`config.mk`:
```
export PLATFORM = sky130hd
export DESIGN_NAME = ibb_mean
export DESIGN_NICKNAME = d
export VERILOG_FILES = /design/src/hdl/ibb_pkg.sv /design/src/hdl/ibb_mean.sv
export SDC_FILE = /design/constraint.sdc
export NUM_CORES = 2
export LEC_CHECK = 0
export ABC_CLOCK_PERIOD_IN_PS = 14050
export BUFFER_PORTS_ARGS = -buffer_cell sky130_fd_sc_hd__buf_2
export CORE_ASPECT_RATIO = 0.7
export CORE_MARGIN = 3
export CORE_UTILIZATION = 55
export CTS_CLUSTER_DIAMETER = 40
export DETAILED_ROUTE_END_ITERATION = 16
export PLACE_DENSITY = 0.85
export SETUP_SLACK_MARGIN = 0.5
export SLEW_MARGIN = 20
export SYNTH_ARGS = -nofsm -noshare
export SYNTH_HDL_FRONTEND = slang
export SYNTH_SLANG_ARGS = --single-unit
```
`constraint.sdc`:
```
create_clock -name clk -period 14.05 [get_ports clk]
set_clock_uncertainty 0.2 [all_clocks]
set_input_delay 0.7025 -clock clk [delete_from_list [all_inputs] [get_ports clk]]
set_output_delay 0.7025 -clock clk [all_outputs]
set_load 0.05 [all_outputs]
```
`src/hdl/ibb_pkg.sv`:
```
// ---------------------------------------------------------------------------
// ibb_pkg
// Shared types, constants and the reciprocal table for the 3x3 box blur.
// ---------------------------------------------------------------------------
`timescale 1ns / 1ps
`default_nettype none

package ibb_pkg;

    // default frame limits
    localparam int DEF_MAX_WIDTH  = 1024;
    localparam int DEF_MAX_HEIGHT = 1024;

    // configuration port
    localparam int CFG_W     = 11;
    localparam int CFG_IDX_W = 1;
    localparam logic [CFG_IDX_W-1:0] REG_IMAGE_WIDTH  = 1'b0;
    localparam logic [CFG_IDX_W-1:0] REG_IMAGE_HEIGHT = 1'b1;
    localparam logic [CFG_W-1:0] RESET_IMAGE_WIDTH  = 11'd640;
    localparam logic [CFG_W-1:0] RESET_IMAGE_HEIGHT = 11'd480;

    // pixel and arithmetic widths
    localparam int CH_W      = 8;
    localparam int PIX_W     = 3 * CH_W;
    localparam int NUM_TAPS  = 9;
    localparam int SUM_W     = 12;
    localparam int CNT_W     = 4;
    localparam int RECIP_W   = 19;
    localparam int DIV_SHIFT = 18;
    localparam int PROD_W    = SUM_W + RECIP_W;

    typedef struct packed {
        logic [CH_W-1:0] red;
        logic [CH_W-1:0] green;
        logic [CH_W-1:0] blue;
    } pixel_t;

    // which neighbors lie inside the frame
    typedef struct packed {
        logic left;
        logic right;
        logic up;
        logic down;
    } nbr_mask_t;

    // 3x3 neighborhood: top row blurred, left blurred, the rest original
    typedef struct packed {
        pixel_t up_left;
        pixel_t up;
        pixel_t up_right;
        pixel_t left;
        pixel_t self_pix;
        pixel_t right;
        pixel_t down_left;
        pixel_t down;
        pixel_t down_right;
    } window_t;

    // ceil(2^18 / n): exact floor division for sums below 2^12
    function automatic logic [RECIP_W-1:0] recip(input logic [CNT_W-1:0] cnt);
        logic [RECIP_W-1:0] m;
        case (cnt)
            4'd1:    m = 19'd262144;
            4'd2:    m = 19'd131072;
            4'd3:    m = 19'd87382;
            4'd4:    m = 19'd65536;
            4'd5:    m = 19'd52429;
            4'd6:    m = 19'd43691;
            4'd7:    m = 19'd37450;
            4'd8:    m = 19'd32768;
            4'd9:    m = 19'd29128;
            default: m = '0;
        endcase
        return m;
    endfunction

endpackage

`default_nettype wire

```
`src/hdl/ibb_mean.sv`:
```
// ---------------------------------------------------------------------------
// ibb_mean
// Masked 3x3 channel sums, then division by the tap count through a
// reciprocal multiply. Sums register on start, products in the cycle after.
// ---------------------------------------------------------------------------
`timescale 1ns / 1ps
`default_nettype none

module ibb_mean
(
    input  logic              clk,
    input  logic              start,
    input  ibb_pkg::window_t  window,
    input  ibb_pkg::nbr_mask_t mask,
    output ibb_pkg::pixel_t   result
);

    import ibb_pkg::*;

    pixel_t [NUM_TAPS-1:0] terms;
    logic [NUM_TAPS-1:0]   term_en;

    logic [SUM_W-1:0] red_sum;
    logic [SUM_W-1:0] green_sum;
    logic [SUM_W-1:0] blue_sum;
    logic [CNT_W-1:0] term_cnt;

    logic [SUM_W-1:0] red_sum_reg;
    logic [SUM_W-1:0] green_sum_reg;
    logic [SUM_W-1:0] blue_sum_reg;
    logic [CNT_W-1:0] term_cnt_reg;

    logic [RECIP_W-1:0] recip_val;

    logic [PROD_W-1:0] red_prod_reg;
    logic [PROD_W-1:0] green_prod_reg;
    logic [PROD_W-1:0] blue_prod_reg;

    // taps and their enables
    assign terms = {window.up_left, window.up, window.up_right, window.left,
                    window.self_pix, window.right, window.down_left, window.down,
                    window.down_right};
    assign term_en = {mask.up & mask.left, mask.up, mask.up & mask.right, mask.left,
                      1'b1, mask.right, mask.down & mask.left, mask.down,
                      mask.down & mask.right};

    // channel sums over the taps inside the frame
    always_comb
    begin
        red_sum   = '0;
        green_sum = '0;
        blue_sum  = '0;
        term_cnt  = '0;
        for (int i = 0; i < NUM_TAPS; i++)
        begin
            if (term_en[i])
            begin
                red_sum   = red_sum + SUM_W'(terms[i].red);
                green_sum = green_sum + SUM_W'(terms[i].green);
                blue_sum  = blue_sum + SUM_W'(terms[i].blue);
                term_cnt  = term_cnt + CNT_W'(1);
            end
        end
    end

    // sum stage
    always_ff @(posedge clk)
    begin
        if (start)
        begin
            red_sum_reg   <= red_sum;
            green_sum_reg <= green_sum;
            blue_sum_reg  <= blue_sum;
            term_cnt_reg  <= term_cnt;
        end
    end

    assign recip_val = recip(term_cnt_reg);

    // reciprocal multiply stage
    always_ff @(posedge clk)
    begin
        red_prod_reg   <= PROD_W'(red_sum_reg) * PROD_W'(recip_val);
        green_prod_reg <= PROD_W'(green_sum_reg) * PROD_W'(recip_val);
        blue_prod_reg  <= PROD_W'(blue_sum_reg) * PROD_W'(recip_val);
    end

    // quotient
    assign result.red   = red_prod_reg[DIV_SHIFT +: CH_W];
    assign result.green = green_prod_reg[DIV_SHIFT +: CH_W];
    assign result.blue  = blue_prod_reg[DIV_SHIFT +: CH_W];

endmodule

`default_nettype wire
```
Word-level counts from Yosys, hierarchy flattened
Memory sizes are Yosys's and may differ from the RTL's. A register that Yosys moved wholly into a read port is not among the register bits.
Cells that the tools add are included.
{"block": "totals", "mem_bits_rw": 0, "n_memories": 1, "rom_bits": 304, "latchBits": 0, "out_inout_bits": 24, "elab_cells": 80, "register_bits": 118}
{"block": "classes", "add_sub_neg": 32, "mux": 33, "div": 0, "shifts": 0, "eq_ne": 0, "reduce_logical": 0, "n_lt_le_gt_ge": 0, "n_bitwise": 4, "mul": 3}
{"memory": "(no name shown)", "depth": 16, "word_bits": 19, "read_ports": 1, "rd_clocked_by_memory_dff": 1, "wr": 0, "line_no": "ibb_pkg.sv:62", "text": "case (cnt)"}
{"cell": "12-bit by 8-bit adder with 12-bit output", "n": 24}
{"cell": "12-bit 2-to-1 mux", "n": 21}
{"cell": "12-bit by 19-bit multiplier with 26-bit output", "n": 3}
{"cell": "4-bit by 1-bit adder with 4-bit output (second input constant)", "n": 8}
{"cell": "4-bit 2-to-1 mux", "n": 8}
{"cell": "8-bit 2-to-1 mux", "n": 3}
{"cell": "1-bit bitwise AND", "n": 4}
{"cell": "1-bit 2-to-1 mux", "n": 1}

Longest topological paths before layout
{"block": "depth", "word_depth": 18, "ltp_mapped": 55}

Least setup slack after synthesis
No wires, ideal clock.
{"block": "synth_path", "path_kind": "input port to flip-flop", "start": "input mask[0] (netlist bit)", "end": "register green_sum_reg[11], data pin", "arrival_time_ps": 8865, "path_stages": 55, "path_slack_ps": 4720, "path_buffers": 2, "required_ps": 13586, "cell_sequence": "ha_1 -> buf_4 -> clkbuf_1 -> and2_1 -> ha_1 -> inv_1 -> fa_1 -> nor2b_1 -> o21ai_0 -> a21oi_1 -> xnor2_1 -> nand2_1 -> o21ai_0 -> ha_1 -> o21a_1 -> o31a_1 -> a211oi_1 -> a21o_1 -> [... 19 more ...] -> a21oi_1 -> nand2_1 -> o21ai_0 -> ha_1 -> o21a_1 -> nor2_1 -> xnor2_1 -> nand2_1 -> o21ai_0 -> ha_1 -> nor3_1 -> a2111oi_0 -> nand2_1 -> nor4bb_1 -> mux2i_1 -> o211ai_1 -> o41ai_2 -> xnor2_1"}
{"block": "synth_between", "elab_chain_len": 17}
{"item": "start: declaration", "line_no": "ibb_mean.sv:14", "text": "input ibb_pkg::nbr_mask_t mask,"}
{"item": "1-bit bitwise AND", "line_no": "ibb_mean.sv:45", "text": "mask.down & mask.right};"}
{"item": "8-bit 2-to-1 mux", "line_no": "ibb_mean.sv:56", "text": "if (term_en[i])"}
{"item": "12-bit by 8-bit adder with 12-bit output", "line_no": "ibb_mean.sv:59", "text": "green_sum = green_sum + SUM_W'(terms[i].green);"}
{"item": "12-bit 2-to-1 mux", "line_no": "ibb_mean.sv:56"}
{"item": "12-bit by 8-bit adder with 12-bit output", "line_no": "ibb_mean.sv:59"}
{"item": "12-bit 2-to-1 mux *", "line_no": "ibb_mean.sv:56"}
{"item": "12-bit by 8-bit adder with 12-bit output", "line_no": "ibb_mean.sv:59"}
{"item": "12-bit 2-to-1 mux *", "line_no": "ibb_mean.sv:56"}
{"item": "[... 2 more ...]"}
{"item": "12-bit 2-to-1 mux *", "line_no": "ibb_mean.sv:56"}
{"item": "12-bit by 8-bit adder with 12-bit output", "line_no": "ibb_mean.sv:59"}
{"item": "12-bit 2-to-1 mux *", "line_no": "ibb_mean.sv:56"}
{"item": "12-bit by 8-bit adder with 12-bit output", "line_no": "ibb_mean.sv:59"}
{"item": "12-bit 2-to-1 mux *", "line_no": "ibb_mean.sv:56"}
{"item": "12-bit by 8-bit adder with 12-bit output", "line_no": "ibb_mean.sv:59"}
{"item": "12-bit 2-to-1 mux *", "line_no": "ibb_mean.sv:56"}
{"item": "via green_sum[11]", "line_no": "ibb_mean.sv:24", "text": "logic [SUM_W-1:0] green_sum;"}
{"item": "end signal: assignment", "line_no": "ibb_mean.sv:72", "text": "green_sum_reg <= green_sum;"}
{"item": "end: declaration", "line_no": "ibb_mean.sv:29", "text": "logic [SUM_W-1:0] green_sum_reg;"}
The timed path passes the listed nets; every way through them passes the cells marked *.
A chain may end at the register's enable or synchronous reset.

Final worst setup path
Same ends and word-level chain as after synthesis.

==> out/results.txt <==
WP data required -> 13.97 ns
crit path max fanout -> 46
IO Count -> 246
routability cong. -> 0.932
Avg WL per Cell -> 17.8 um
Arrival @ worst endpoint -> 10.88 ns
number of flops mapped to enable cells by yosys -> 40
Avg Cell Area, Syn -> 8.29 um^2
Root Buffer -> clkbuf_16
Worst slew margin -> 0.242
Post-Syn Nets -> 4,818
min cycle time layout -> 10.95 ns
DR DRC count -> 0
GR peak layer -> met2
max reg flops -> 17
library cells used by synthesis -> 96
Adder-Cell Fraction of Synth Area -> 0.463
Post-Route WL -> 82,500 um
RSZ-0062 raised after global routing -> false
Final nets -> 4,946
sequential area share after synthesis -> 0.0650
area fraction of the dominant cell type after synthesis -> 0.326
Final HPWL DP -> 65,900 um
top cells by area, synth -> fa_1, ha_1, inv_1
PD cells -> 236 nW/um^2
DIE AREA -> 59,500 um^2
setup TNS -> 0 ns
hold-fix buffers at CTS -> 0
post-synthesis instance total -> 3,752
later-pin clock latency in the skew report -> 0.39 ns
crit-path max cell delay -> 0.53 ns
CTS Buf Count -> 9
met1 usage -> 0.382
Layout area overhead -> 6.89%
CP dominant cell by count -> ha_1
final core occ -> 0.598
Syn. warnings -> 0
vias in the first global route -> 27,300
sequential power share -> 0.085
cell taking the most area after synthesis -> fa_1
total grt overflow -> 0
portion of netlist area occupied by mux cells -> 0.0214
Least-Margin Pin Slew -> 1.12 ns
First-pass DRT Iterations -> 6
top_reg_cell synth -> dfxtp_1
clock-pin slew on the worst setup and hold paths -> 0.07 ns
Vias -> 26,300
Initial Util -> 0.560
Logic pwr share -> 0.881
Initial DRC Count -> 2,066
fin cells -> 4,641
CP Capture Type -> register
post-synthesis register bit count -> 81
Pleak -> 0.0163 uW
Longest Clk Path Bufs -> 2
Max-Cap Viols -> 0
Int Power -> 3470 uW
met3 usage -> 0.0662
ratio of cells with drive above 1 in the final layout -> 0.0963
height of the die -> 205 um
post-synthesis compound-gate area fraction -> 0.125
Final period util -> 0.780
largest family of logic cells by synthesized area -> adder cells
simple logic cell fraction of the synthesized area -> 0.169
status -> finished clean
post-synthesis cell area -> 31,100 um^2
dpl cells -> 4,609
largest net degree at the start of global routing -> 47
Setup Buffers After CTS -> 0
count leader, synth -> inv_1
clock share of power -> 0.034
global routing usage on met2 -> 0.462
first-pass GRT wire length -> 137,000 um
PostCTS Resize Cnt -> 0
Sw Pwr -> 4360 uW
die width -> 290 um
post-route ant nets -> 0
Final setup violation count -> 0
final hold violations -> 0
Critical-path top delay cell -> a2111oi_0
total track usage -> 0.285
Worst Path Class, Setup -> in2reg
initial antenna violation count -> 18
Worst Hold Class -> reg2reg
Sw Ratio -> 0.556
Final Max Slew Viols -> 0
row cnt -> 72
Design Area, Final -> 33,300 um^2
Post-Synth XOR/XNOR Area -> 0.0612
CTS tree -> built
area post-placement -> 32,900 um^2
Worst VDD drop -> 0.273 mV
DR vias/cell -> 5.66
clock sink count -> 81
Buffers on Ports -> 245
startpoint class of the critical path -> input port
Max Freq -> 91.3 MHz
FFs w/ async S/R, synth -> 0
Commonest cells post-synth -> inv_1, nand2_1, fa_1, ha_1, nor2_1
core area -> 55,600 um^2
# H-tree levels -> 3
[metal layers]
layer | up-vias | wire length (um) | share of wire
met3 | 175 | 8180 | 0.099
met5 | - | 34 | 0.00041
met2 | 1197 | 37400 | 0.45
met1 | 12700 | 34400 | 0.42
li1 | 12200 | - | -
met4 | 4 | 2440 | 0.030
[area by class of cell]
class                      count  area (um^2)
multi-input combinational   2878        26100
fill                        4645        22300
inverter                     634         2380
sequential                    81         2020
timing repair buffer         276         1460
tap                          740          926
clock buffer                  10          239
clock inverter                 6         72.6
antenna                       16         40.0
[power groups by stage]
stage	Clock [uW]	Sequential, uW	Combinational (uW)
CTS	275	647	6930
floorplan	0	573	5210
detailed placement	0	649	6830
global route	282	670	7920
finish	266	663	6900
global placement	0	648	6570
[logic make-up after synthesis]
kind of cell,Yosys count
compound gates,602
xor+xnor,208
fa+ha+maj,848
buf+inv,793
flops,81
mux,61
simple gates,1159
[cells in the final DEF, fill, tap and decap left out, drive strengths merged, types with 26 or more instances in the layout]
cell,synthesis,routed
mux2,32,32
xor2,71,71
fa,507,507
inv,632,635
edfxtp,40,40
and2,180,180
nand3,26,26
xnor2,136,136
mux2i,29,29
a21oi,178,178
o21ai,148,148
nand2,581,581
nor3,33,33
a21o,80,80
nor2,215,215
buf,11,276
nor2b,42,42
dfxtp,41,41
o21a,40,40
ha,337,337
[metrics by stage]
step / hold WS [ns] / total power (uW) / worst slack (ns)
finish: 0.486 / 7830 / 3.10
global route: 0.528 / 8870 / 2.32
CTS: 0.478 / 7850 / 3.38
detailed placement: 0.462 / 7480 / 3.02
global placement: 0.440 / 7210 / 3.44
floorplan: 0.395 / 5790 / 4.72
[path summary, 6_finish.rpt]
check	from	to	slack [ns]	cells past startpoint
worst max-delay path	mask[0]	green_sum_reg[11]$_DFFE_PP_	3.10	52
worst min-delay path	term_cnt_reg[3]$_DFFE_PP_	recip_val[10]$_SDFF_PP0_	0.49	3
worst max register to register	recip_val[7]$_DFF_P_	green_prod_reg[25]$_DFF_P_	6.26	23
worst min register to register	term_cnt_reg[3]$_DFFE_PP_	recip_val[10]$_SDFF_PP0_	0.49	3
[worst max-delay path, delay by kind of cell]
kind | cells | cell delay (ns)
muxes | 2 | 0.38
AOI/OAI and AO/OA | 25 | 4.12
adders and majority gates | 10 | 3.22
xor gates and xnor gates | 3 | 0.43
buffers and inverters | 5 | 0.87
and+or+nand+nor | 7 | 1.09
Note: power is estimated with default switching activity, not from simulation.
